--- src/rtl/core/csm_pkg.sv ---
// Shared types and constants of the collinear segment merger.
// Depends on nothing; every other file in rtl/core imports it.
package csm_pkg;

    localparam int COORD_BITS = 24;
    localparam int KIND_BITS  = 8;
    localparam int DIFF_BITS  = COORD_BITS + 1;
    localparam int PROD_BITS  = 2 * DIFF_BITS;
    localparam int DOT_BITS   = PROD_BITS + 2;

    // Result queue: up to two results enter per cycle, one leaves.
    localparam int QUEUE_DEPTH = 4;
    localparam int PTR_BITS    = $clog2(QUEUE_DEPTH);
    localparam int LVL_BITS    = PTR_BITS + 1;
    localparam int PUSH_BITS   = 2;

    typedef struct packed {
        logic signed [COORD_BITS-1:0] start_x;
        logic signed [COORD_BITS-1:0] start_y;
        logic signed [COORD_BITS-1:0] start_z;
        logic signed [COORD_BITS-1:0] end_x;
        logic signed [COORD_BITS-1:0] end_y;
        logic signed [COORD_BITS-1:0] end_z;
        logic        [KIND_BITS-1:0]  kind_in;
        logic                         final_in;
    } seg_in_t;

    typedef struct packed {
        logic signed [COORD_BITS-1:0] out_start_x;
        logic signed [COORD_BITS-1:0] out_start_y;
        logic signed [COORD_BITS-1:0] out_start_z;
        logic signed [COORD_BITS-1:0] out_end_x;
        logic signed [COORD_BITS-1:0] out_end_y;
        logic signed [COORD_BITS-1:0] out_end_z;
        logic        [KIND_BITS-1:0]  kind_out;
        logic                         final_out;
    } seg_out_t;

    typedef struct packed {
        logic signed [DIFF_BITS-1:0] x;
        logic signed [DIFF_BITS-1:0] y;
        logic signed [DIFF_BITS-1:0] z;
    } vec_t;

    // First pipeline stage: segment, its direction, the previous direction, the open flag
    typedef struct packed {
        seg_in_t seg;
        vec_t    dir;
        vec_t    prev_dir;
        logic    open;
    } stage1_t;

    // Second pipeline stage: segment, open flag and the products against the previous direction
    typedef struct packed {
        seg_in_t                     seg;
        logic                        open;
        logic signed [PROD_BITS-1:0] yz;
        logic signed [PROD_BITS-1:0] zy;
        logic signed [PROD_BITS-1:0] zx;
        logic signed [PROD_BITS-1:0] xz;
        logic signed [PROD_BITS-1:0] xy;
        logic signed [PROD_BITS-1:0] yx;
        logic signed [PROD_BITS-1:0] dot_x;
        logic signed [PROD_BITS-1:0] dot_y;
        logic signed [PROD_BITS-1:0] dot_z;
    } stage2_t;

    // Results written to the queue in one cycle, in order
    typedef struct packed {
        logic [PUSH_BITS-1:0] num;
        seg_out_t             first;
        seg_out_t             second;
    } push_t;

endpackage

--- src/rtl/core/csm_front.sv ---
// Input register of the merger: takes a segment, forms its direction vector
// and pairs it with the direction of the segment before. Uses csm_pkg.
module csm_front (
    input  logic             clk,
    input  logic             rst_n,
    input  logic             adv,
    input  logic             seg_valid,
    input  csm_pkg::seg_in_t seg,
    output logic             s1_valid,
    output csm_pkg::stage1_t s1
);
    import csm_pkg::*;

    logic    s1_valid_reg;
    stage1_t s1_reg;
    vec_t    last_dir_reg;
    logic    open_reg;
    vec_t    dir;

    // Direction is end minus start, one bit wider
    always_comb
    begin
        dir.x = DIFF_BITS'({seg.end_x[COORD_BITS-1], seg.end_x})
              - DIFF_BITS'({seg.start_x[COORD_BITS-1], seg.start_x});
        dir.y = DIFF_BITS'({seg.end_y[COORD_BITS-1], seg.end_y})
              - DIFF_BITS'({seg.start_y[COORD_BITS-1], seg.start_y});
        dir.z = DIFF_BITS'({seg.end_z[COORD_BITS-1], seg.end_z})
              - DIFF_BITS'({seg.start_z[COORD_BITS-1], seg.start_z});
    end

    // Track whether the list is open, i.e. a run is held when this segment arrives
    always_ff @(posedge clk or negedge rst_n)
    begin
        if (!rst_n)
        begin
            s1_valid_reg <= 1'b0;
            open_reg     <= 1'b0;
        end
        else if (adv)
        begin
            s1_valid_reg <= seg_valid;
            if (seg_valid)
            begin
                open_reg <= ~seg.final_in;
            end
        end
    end

    // Load the transfer together with the previous direction
    always_ff @(posedge clk)
    begin
        if (adv && seg_valid)
        begin
            s1_reg.seg      <= seg;
            s1_reg.dir      <= dir;
            s1_reg.prev_dir <= last_dir_reg;
            s1_reg.open     <= open_reg;
            last_dir_reg    <= dir;
        end
    end

    assign s1_valid = s1_valid_reg;
    assign s1       = s1_reg;

endmodule

--- config.mk ---
export PLATFORM = sky130hd
export DESIGN_NAME = csm_front
export DESIGN_NICKNAME = d
export VERILOG_FILES = /design/src/rtl/core/csm_pkg.sv /design/src/rtl/core/csm_front.sv
export SDC_FILE = /design/constraint.sdc
export NUM_CORES = 1
export LEC_CHECK = 0
export BUFFER_PORTS_ARGS = -buffer_cell sky130_fd_sc_hd__buf_4
export CAP_MARGIN = 20
export CORE_AREA = 2 2 179 181
export DETAILED_ROUTE_END_ITERATION = 16
export DIE_AREA = 0 0 181 183
export PLACE_DENSITY_LB_ADDON = 0.3
export SYNTH_ARGS = -nofsm -noshare
export SYNTH_HDL_FRONTEND = slang
export SYNTH_SLANG_ARGS = --single-unit
--- constraint.sdc ---
create_clock -name clk -period 0.95 [get_ports clk]
set_clock_uncertainty 0.1 [all_clocks]
set_input_delay 0.19 -clock clk [delete_from_list [all_inputs] [get_ports clk]]
set_output_delay 0.19 -clock clk [all_outputs]
set_load 0.02 [all_outputs]
* Yosys cells after proc, flatten, opt, wreduce, memory -nomap -nowiden
Cells that the tools add are included.
** Word-level totals
- Flip-flop bits (word level) :: 306
- Word-level logic and storage cells :: 23
** Operators by class
- Bitwise gates (word level) :: 1
- Add/subtract/negate cells :: 3
- Reductions and logical operators :: 2
** Operators by type and width (count)
- 24-bit by 24-bit subtractor with 25-bit output :: 3
- 2-bit AND reduction :: 1
- 1-bit logical AND :: 1
- 1-bit inverter :: 1

* Depth between registers and ports, before layout
- Depth in word-level cells :: 1
- Mapped depth :: 11
- Gate-level depth less buffers :: 11

* Least setup slack after synthesis
No wires, ideal clock.
- Kind :: input to register
- From :: input port adv
- To :: register last_dir_reg[25] in the netlist's numbering (enable)
- Slack :: -5.955 ns
- Arrival :: 6.150 ns
- Path buffers :: 0
- Stages on the path :: 2
- Cells stage by stage :: nand2_1 -> inv_1
** On the way
- Word-level cells in the longest chain between the ends :: 1
** RTL lines
- start: declaration :: line csm_front.sv:6 : input logic adv,
- 1-bit logical AND :: line csm_front.sv:52 : if (adv && seg_valid)
- end signal: assignment :: line csm_front.sv:58 : last_dir_reg <= dir;
- end: declaration :: line csm_front.sv:16 : vec_t last_dir_reg;
No other way between the ends.
A chain may end at the register's enable or synchronous reset.

==> summary.md <==
| Metric | Value |
|---|---|
| First-pass GRT wire length | 68.2 mm |
| Proportion of layout cells with a drive suffix above 1 | 0.514 |
| Sequential share of the synthesized area | 0.705 |
| Slew @ Worst Pin | 0.427 ns |
| Vias in the first global route | 12100 |
| RePlAce Congestion | 0.877 |
| Worst VDD drop | 1.33 mV |
| Mean Syn Cell Area | approximately 15 um2 |
| Ordered cell list for the critical path | buf_12 -> inv_12 -> ha_4 -> fa_2 -> nor2b_4 -> o31a_1 -> o311ai_4 -> a21boi_2 -> o21a_1 -> o211a_4 -> a31oi_4 -> mux2i_2 |
| Hold Vio Cnt, Final | 1 |
| Crit-path slowest cell | o311ai_4 |
| R2r setup slk | -0.12 ns |
| Slew Viols, Final | 0 |
| Reg2Reg Launch Point | last_dir_reg[62] |
| Initial DRT Pass Iterations | 7 |
| Violated checks | hold timing, setup timing |
| Detail Placement HPWL | ~28 mm |
| Net Sw Frac | 0.276 |
| Clock buffer count from CTS | 31 |
| Hold path endpoint | last_dir_reg[27] |
| Synth area leader | edfxtp_1 |
| Final WL | about 47 mm |
| Core area | 31200 um2 |
| Commonest non-fill, non-tap cell in the layout | buf_4 |
| Row count | 65 |
| Run status | finished, violations left |
| Synth unique cells | 55 |
| Initial drt markers | 674 |
| Final ANT Viol Nets | 0 |
| Synth warn | 0 |
| Worst Path Max Fanout | 5 |
| Hold path cells | 3 |
| Io pins | 462 |
| RSZ-0062 raised after global routing | true |
| Total GRT Usage | 0.266 |
| Syn Nets | 1100 |
| Most frequent cells in the layout | buf_4, buf_6, edfxtp_1, dlygate4sd3_1, inv_1 |
| Setup TNS | -186.73 ns |
| Worst R2R End | s1[63] |
| Slowest cell delay on critical path | 0.34 ns |
| Hold_sp | seg[35] |
| Final setup viols | 379 |
| Clock Power Share | 0.303 |
| Setup CP Type | in -> reg |
| Drc violations | 0 |
| Max FFs per register | 254 |
| Clock buffer depth | 3 |
| Post-synth ARST share | 0.00654 |
| Critical Path AT | 2.44 ns |
| Primary FF master, synth | edfxtp_1 |
| Top-area cell type share of the netlist area | 0.701 |
| Final period util | 2.27 |
| Max Fclk | 0.463 GHz |
| Die footprint | 33100 um2 |
| Via density per instance | 5.11 |
| CTS sink count | roughly 310 |
| Largest net degree at the start of global routing | 30 |
| Worst-path clk slew | around 0.070 ns |
| Comb pwr share | 0.264 |
| Post-synthesis cell count | 868 |
| Max-Cap Viols | 0 |
| Initial antenna violation count | 2 |
| Clock latency on the worst-skew pair | approximately 0.55 ns |
| Pwr/cell area | approximately 1600 nW/um2 |
| P_int | 0.0281 W |
| Register area | just over 9000 um2 |
| FILL cells | 1601 |
| Leak | 10.4 nW |
| Hold slack | -0.00863 ns |
| H-tree Lvls | 1 |
| Required time of the critical path | 1.23 ns |
| Dpl cells | 1935 |
| I/O Buffers | about 460 |
| Post-synthesis sequential element count | 306 |
| Fin util | 0.776 |
| Reg2reg path depth | 2 |
| Multi-input logic area | 4420 um2 |
| Total number of vias | 11300 |
| Tmin final | 2.16 ns |
| GR Overflow Total | 0 |
| Post-route setup slack | -1.21 ns |
| Max-slew headroom | 0.713 |
| Layout Cells excl Fill | 2216 |
| DIE WIDTH | 181 um |
| Clock root cell | clkbuf_16 |
| Area contributors post-synth | edfxtp_1, ha_1, inv_1 |
| Post-synth EDFFs | 304 |
| Per-cell routed wire length | ~21 um |
| Sequential group share of total power | 0.433 |
| Startpoint types | input port |
| Die height | 183 um |
| Final nets | 2023 |
| Cell area after synthesis | ~13000 um2 |
| Crit end category | flop |
| CTS tree | built |
| Worst min path class | in -> reg |
| Area grow syn2layout | 86.1% |
| Effective utilization at floorplan | 0.417 |
| Net switching power | 0.0107 W |
| Final Total Pwr | 0.0389 W |
[synth_stat cells, drive strengths merged, types with 5 or more instances]
cell type	count
nand3	11
clkbuf	8
a21oi	51
o21a	10
xnor2	40
o21bai	7
nand2b	5
nand4	5
a211o	5
xor2	19
a21o	36
o2111ai	5
nor3	7
inv	98
o21ai	35
nor2b	13
edfxtp	304
nor2	35
a31oi	12
ha	72
and3	7
nand2	30
[per-stage QoR]
step	cell area [um2]	setup slack, ns
2_1_floorplan	13600	-4.34
3_3_place_gp	19200	-1.74
3_5_place_dp	19200	-1.76
4_1_cts	23700	-1.09
5_1_grt	24200	-1.23
6_report	24200	-1.21
[what timing repair did]
item                       CTS  global route
hold buffers               157             3
pin swaps                   62            55
setup endpoints to repair  369           376
buffers inserted            43            44
resized for setup          396            85
hold endpoints to repair   163             3
[worst max path at each step]
stage / startpoint / endpoint / slack, ns
global placement: seg[57] / last_dir_reg[70] / -1.74
CTS: seg[9] / s1[100] / -1.09
finish: seg[57] / last_dir_reg[72] / -1.21
global route: seg[57] / last_dir_reg[70] / -1.23
detailed placement: seg[57] / last_dir_reg[70] / -1.76
floorplan: adv / last_dir_reg[25] / -4.34
[cell families after synthesis]
| group | share of synthesized area |
|---|---|
| flops | 0.705 |
| compound gates | 0.103 |
| simple gates | 0.0461 |
| buf+inv | 0.0309 |
| fa+ha+maj | 0.0738 |
| xor+xnor | 0.0397 |
| mux | 0.00154 |
[worst max-delay path: cells and delay by family]
| kind | cells | cell delay [ns] |
|---|---|---|
| simple gates | 1 | 0.05 |
| compound gates | 6 | 1.41 |
| mux | 1 | 0.26 |
| fa+ha+maj | 2 | 0.36 |
| buf+inv | 2 | 0.15 |
[metal layers]
metal  vias up  share of wire  global-route usage
li1       5093              -                   -
met1      5587           0.34               0.277
met3       104          0.069              0.0552
met5         -        0.00027                   0
met2       537           0.55               0.527
met4         2          0.037              0.0881
[power groups by stage]
stage	logic [W]	registers, W	clock network (W)
after global routing	0.0108	0.0169	0.0124
after detailed placement	0.00765	0.0169	0
final	0.0102	0.0168	0.0118
after floorplan	0.00265	0.0180	0
after CTS	0.00937	0.0168	0.0118
after global placement	0.00751	0.0168	0
[cell type report]
class	instances	share of cell area
diodes	1	0.000103
clock buffers	36	0.0328
clock inverters	19	0.00635
inverters	98	0.0200
multi-input cells	455	0.182
flip-flops and latches	306	0.379
well taps	402	0.0208
repair buffers	899	0.359
Power figures use the tool's default switching activity.
