===== config.mk =====
export PLATFORM = sky130hd
export DESIGN_NAME = csm_tracker
export DESIGN_NICKNAME = d
export VERILOG_FILES = /design/src/rtl/core/csm_pkg.sv /design/src/rtl/core/csm_tracker.sv
export SDC_FILE = /design/constraint.sdc
export NUM_CORES = 1
export LEC_CHECK = 0
export BUFFER_PORTS_ARGS = -buffer_cell sky130_fd_sc_hd__clkbuf_2
export CAP_MARGIN = 30
export CORE_AREA = 2 2 360 362
export CTS_CLUSTER_DIAMETER = 30
export DETAILED_ROUTE_END_ITERATION = 6
export DIE_AREA = 0 0 362 364
export PLACE_DENSITY = 0.42
export SLEW_MARGIN = 10
export SYNTH_ARGS = -nofsm -noshare
export SYNTH_HDL_FRONTEND = slang
export SYNTH_SLANG_ARGS = --single-unit

===== constraint.sdc =====
create_clock -name clk -period 15.4 [get_ports clk]
set_input_delay 1.54 -clock clk [delete_from_list [all_inputs] [get_ports clk]]
set_output_delay 1.54 -clock clk [all_outputs]
set_load 0.03 [all_outputs]

===== src/rtl/core/csm_pkg.sv =====
// Shared types and constants of the collinear segment merger.
// Depends on nothing; every other file in rtl/core imports it.
package csm_pkg;

    localparam int COORD_BITS = 24;
    localparam int KIND_BITS  = 8;
    localparam int DIFF_BITS  = COORD_BITS + 1;
    localparam int PROD_BITS  = 2 * DIFF_BITS;
    localparam int DOT_BITS   = PROD_BITS + 2;

    // Result queue: up to two results enter per cycle, one leaves.
    localparam int QUEUE_DEPTH = 4;
    localparam int PTR_BITS    = $clog2(QUEUE_DEPTH);
    localparam int LVL_BITS    = PTR_BITS + 1;
    localparam int PUSH_BITS   = 2;

    typedef struct packed {
        logic signed [COORD_BITS-1:0] start_x;
        logic signed [COORD_BITS-1:0] start_y;
        logic signed [COORD_BITS-1:0] start_z;
        logic signed [COORD_BITS-1:0] end_x;
        logic signed [COORD_BITS-1:0] end_y;
        logic signed [COORD_BITS-1:0] end_z;
        logic        [KIND_BITS-1:0]  kind_in;
        logic                         final_in;
    } seg_in_t;

    typedef struct packed {
        logic signed [COORD_BITS-1:0] out_start_x;
        logic signed [COORD_BITS-1:0] out_start_y;
        logic signed [COORD_BITS-1:0] out_start_z;
        logic signed [COORD_BITS-1:0] out_end_x;
        logic signed [COORD_BITS-1:0] out_end_y;
        logic signed [COORD_BITS-1:0] out_end_z;
        logic        [KIND_BITS-1:0]  kind_out;
        logic                         final_out;
    } seg_out_t;

    typedef struct packed {
        logic signed [DIFF_BITS-1:0] x;
        logic signed [DIFF_BITS-1:0] y;
        logic signed [DIFF_BITS-1:0] z;
    } vec_t;

    // First pipeline stage: segment, its direction, the previous direction, the open flag
    typedef struct packed {
        seg_in_t seg;
        vec_t    dir;
        vec_t    prev_dir;
        logic    open;
    } stage1_t;

    // Second pipeline stage: segment, open flag and the products against the previous direction
    typedef struct packed {
        seg_in_t                     seg;
        logic                        open;
        logic signed [PROD_BITS-1:0] yz;
        logic signed [PROD_BITS-1:0] zy;
        logic signed [PROD_BITS-1:0] zx;
        logic signed [PROD_BITS-1:0] xz;
        logic signed [PROD_BITS-1:0] xy;
        logic signed [PROD_BITS-1:0] yx;
        logic signed [PROD_BITS-1:0] dot_x;
        logic signed [PROD_BITS-1:0] dot_y;
        logic signed [PROD_BITS-1:0] dot_z;
    } stage2_t;

    // Results written to the queue in one cycle, in order
    typedef struct packed {
        logic [PUSH_BITS-1:0] num;
        seg_out_t             first;
        seg_out_t             second;
    } push_t;

endpackage


===== src/rtl/core/csm_tracker.sv =====
// Run tracker: decides merge or new run, keeps the held segment and hands
// zero, one or two results to the result queue. Uses csm_pkg.
module csm_tracker (
    input  logic             clk,
    input  logic             rst_n,
    input  logic             adv,
    input  logic             s2_valid,
    input  csm_pkg::stage2_t s2,
    output csm_pkg::push_t   push
);
    import csm_pkg::*;

    logic                        holding_reg;
    seg_out_t                    held_reg;
    seg_out_t                    held_next;
    logic signed [DOT_BITS-1:0]  dot;
    logic                        parallel;
    logic                        merge;
    logic                        emit_old;
    logic                        step;

    // Same direction as the previous segment; a merged run shares its direction
    always_comb
    begin
        dot = DOT_BITS'(s2.dot_x) + DOT_BITS'(s2.dot_y) + DOT_BITS'(s2.dot_z);
        parallel = (s2.yz == s2.zy) && (s2.zx == s2.xz) && (s2.xy == s2.yx);
        merge    = s2.open && parallel && !dot[DOT_BITS-1] && (dot != '0);
        step     = adv && s2_valid;
        emit_old = holding_reg && !merge;
    end

    // Extend the held run or start a new one
    always_comb
    begin
        held_next = held_reg;
        held_next.out_end_x = s2.seg.end_x;
        held_next.out_end_y = s2.seg.end_y;
        held_next.out_end_z = s2.seg.end_z;
        held_next.final_out = 1'b0;
        if (!merge)
        begin
            held_next.out_start_x = s2.seg.start_x;
            held_next.out_start_y = s2.seg.start_y;
            held_next.out_start_z = s2.seg.start_z;
            held_next.kind_out    = s2.seg.kind_in;
        end
    end

    // Order results: closed run first, then the flushed run of a last segment
    always_comb
    begin
        push.num    = '0;
        push.first  = held_reg;
        push.second = held_next;
        push.first.final_out  = 1'b0;
        push.second.final_out = 1'b1;
        if (step)
        begin
            push.num = PUSH_BITS'(emit_old) + PUSH_BITS'(s2.seg.final_in);
            if (!emit_old)
            begin
                push.first = push.second;
            end
        end
    end

    always_ff @(posedge clk or negedge rst_n)
    begin
        if (!rst_n)
        begin
            holding_reg <= 1'b0;
        end
        else if (step)
        begin
            holding_reg <= ~s2.seg.final_in;
        end
    end

    always_ff @(posedge clk)
    begin
        if (step)
        begin
            held_reg <= held_next;
        end
    end

endmodule


# == After elaboration in Yosys (flattened, before gate mapping) ==
# Cells that the tools add are included.
# totals
reg_bits,153
input_bits,608
out_inout_bits,308
# op_classes
n_addsub,3
n_eq_ne,3
mux,4
n_bitwise,1
reduce_logical,10
# op_table
operator,n
$mux 155,1
$mux 153,1
$eq 50x50->1,3
$mux 72,1
$add 51x50->52,1
$reduce_bool 52->1,1
$add 50x50->51,1
$mux 8,1
$logic_and 1x1->1,7
$add 1x1->2,1
$logic_not 1->1,2
$not 1->1,1

# == Depth between registers and ports, before layout ==
# logic_depth
ltp_word,10
mapped_depth,17
mapped_depth_nobuf,15

# == Worst setup path before layout ==
# Ideal clock, no wire load.
# synth_timing
kind,input-to-output
start,input port adv
end,output port push[225] in the netlist's numbering
t_arrival_ps,6213
setup_slack_ps,7647
stages,7
path_buffers,2
path_cell_list,nand2_1 -> inv_1 -> o211ai_1 -> o22ai_1 -> clkbuf_1 -> buf_2 -> mux2_2
# synth_lines
item,line_no,text
from (decl),csm_tracker.sv:6,"input logic adv,"
to (decl),csm_tracker.sv:9,output csm_pkg::push_t push

==> run_results.csv <==
group,metric,value,unit
status,status,"finished, final reports clean",
worst_hold_path,holdCritStartpoint,"held_reg[137]",
grt,grt_util_met2,26.0,%
floorplan,die-area,132000,um2
critical_path,crit_fanout,56,
power_and_ir_drop,ir_worst_vdd,79.4,uV
cells_and_area,synthToLayoutAreaGrowth,40.1,%
critical_path,cp-end-kind,"primary output",
grt,gr-max-usage-layer,"met2",
clocking,holdBufCountCts,0,
logic_synthesis,synthFlopType,"edfxtp_1",
clocking,cts_max_level,4,
power_and_ir_drop,leakage,9.61,nW
flow_run,drv_cap,0,
clocking,clk_transition_reported_paths,0.08,ns
clocking,cts_root_buffer,"clkbuf_16",
power_and_ir_drop,power,1.97,mW
timing,fin_ws,6.01,ns
cells_and_area,fin_area,22800,um2
floorplan,coreArea,128000,um2
critical_path,r2r_cells,1,
grt,grt_use_met3,3.31,%
drt,drc,0,
floorplan,fp.dieH,364,um
floorplan,start_util,12.7,%
floorplan,die_w,362,um
timing,setup_viol,0,
cells_and_area,fin_nets,3140,
clocking,cts.sinks,153,
logic_synthesis,ys_ff_latch,153,
logic_synthesis,synth-async-reset-ratio,0.654,%
cells_and_area,largest_reg_flops,152,
worst_hold_path,hp-class,"reg -> reg",
grt,met1_usage,18.2,%
clocking,cts_buffer_depth,2,
floorplan,num_rows,132,
worst_hold_path,hold_end,"held_reg[137]",
timing,drv_slew,0,
critical_path,crit_required,13.86,ns
logic_synthesis,syn_nets,2334,
clocking,numCtsBuffers,17,
critical_path,cp.arrival,7.85,ns
cells_and_area,layoutNonFillerInstCount,4137,
power_and_ir_drop,p_per_area,86.1,nW/um2
logic_synthesis,yosysUniqueCellTypes,81,
timing,clock_skew,0,ns
drt,wl_per_cell,25.0,um
logic_synthesis,synth_seq_area_share,28.2,%
placement,gp_congestion,0.904,
placement,place_area,22200,um2
timing,tns,0,ns
cells_and_area,most-common-layout-cells,"914 x clkbuf_2, 154 x mux2_2, 152 x edfxtp_1",
grt,antenna_found_initial,59,
placement,hpwl,91700,um
grt,grt-ovfl-total,0,
timing,hold_violations,0,
critical_path,worstSetupPathType,"in -> out",
placement,io_buffers,914,
clocking,clk_latency,0.47,ns
placement,dp_slack,6.11,ns
clocking,postCtsSetupBuffers,0,
logic_synthesis,avgSynthCellArea,10.0,um2
grt,grt_pass1_wl,136000,um
logic_synthesis,synth_edf_count,152,
drt,vias_per_cell,4.15,
floorplan,io_pins,916,
logic_synthesis,syn_area,16300,um2
critical_path,r2r_slack,14.40,ns
timing,tightest_slew,1.01,ns
critical_path,reg2reg_from,"held_reg[146]",
cells_and_area,final_common_cell,"clkbuf_2",
timing,min_period,9.39,ns
drt,vias,17155,
placement,placed_cells,4087,
timing,timing.fmax,107,MHz
critical_path,timing.rr.end,"held_reg[146]",
clocking,cts_tree,"done",
drt,first_iter_violations,1058,
drt,antenna_left,0,
drt,first_pass_iters,5,
logic_synthesis,yosysWarningCount,0,
worst_hold_path,min_path_cells,1,
cells_and_area,drive_gt1_share,49.8,%
grt,grt_pass1_vias,16939,
timing,min_period_over_period,61.0,%
grt,grt_max_degree,67,
logic_synthesis,syn_inst,1625,
clocking,cts_resized,0,
timing,relSlewSlack,31.0,%
timing,rsz0062_at_grt,"false",
critical_path,start_kind,"input pin",
drt,finalWirelength,103000,um
grt,grt_use_total,14.8,%
layout make-up:
type	count	area, um2
inverters	70	268
repair buffers	927	4690
fillers	14487	105000
clock inverters	15	184
multi-input cells	1262	10500
clock buffers	17	425
diodes	18	45.0
flip-flops and latches	153	4590
well taps	1675	2100
cells in the mapped netlist (all sizes together) (11+ instances only):
master	n	area, um2
o21ai	53	265
mux2i	11	110
nand2b	27	169
o22ai	22	138
ha	50	626
xor2	40	350
nor2b	90	571
nand4	63	394
fa	51	1020
nand2	94	353
buf	89	749
nor3	29	145
nor4	47	294
nor2	72	270
mux2	233	2920
nand3	24	120
edfxtp	152	4560
a21o	12	90.1
clkbuf	51	191
a211oi	14	105
a21oi	71	359
inv	70	263
o211ai	17	128
xnor2	50	438
a2111oi	20	175
metal layers:
| metal | wire [um] | vias to the layer above |
|---|---|---|
| met1 | 42100 | 8449 |
| met2 | 51900 | 817 |
| met4 | 2130 | 30 |
| li1 | - | 7716 |
| met3 | 7000 | 143 |
| met5 | 180 | - |
how the worst max path moves through the flow:
| stage | startpoint | end | slack [ns] | depth (start not counted) |
|---|---|---|---|---|
| 4_1_cts | s2[16] | push[297] | 6.11 | 18 |
| 3_5_place_dp | s2[16] | push[297] | 6.11 | 18 |
| 6_report | s2[20] | push[297] | 6.01 | 18 |
| 5_1_grt | s2[20] | push[297] | 5.79 | 18 |
| 2_1_floorplan | adv | push[225] | 7.65 | 7 |
| 3_3_place_gp | s2[20] | push[89] | 5.72 | 15 |
per-stage QoR:
| step | utilization, % | hold WS, ns |
|---|---|---|
| after floorplan | - | 0.520 |
| after global placement | 17.3 | 0.567 |
| after detailed placement | 17.3 | 0.574 |
| after CTS | 17.8 | 0.595 |
| after global routing | 17.8 | 0.610 |
| final | 17.8 | 0.593 |
cell families (layout without fill, tap and decap cells):
logic type / count (synthesis) / count (layout) / share of synthesized area, %
AO/OA/AOI/OAI: 304 / 304 / 12.9
XOR/XNOR: 90 / 90 / 4.84
adder cells (fa/ha/maj): 101 / 101 / 10.1
buffers and inverters: 210 / 1029 / 7.39
flip-flops: 153 / 153 / 28.2
multiplexers: 244 / 244 / 18.6
other: 1 / 19 / 0.0230
AND/OR/NAND/NOR: 522 / 522 / 17.9
critical path: stages:
cell and delay (ns):
clkbuf_2 0.09, fa_1 0.48, ha_1 0.62, a21oi_1 0.19
o21ai_0 0.72, nand2_1 0.12, a31oi_1 0.41, nor4b_1 0.20
a2111oi_0 0.94, nor3_1 0.10, nand4_1 0.14, nor4_1 0.06
buf_2 0.19, o21ai_4 0.11, buf_4 0.41, buf_4 0.72
mux2_2 0.42, clkbuf_2 0.21
where the power goes:
part | switching [mW] | internal [mW]
clock | 0.229 | 0.223
combinational | 0.663 | 0.348
sequential | 0.0134 | 0.490
Note: power is estimated with default switching activity, not from simulation.
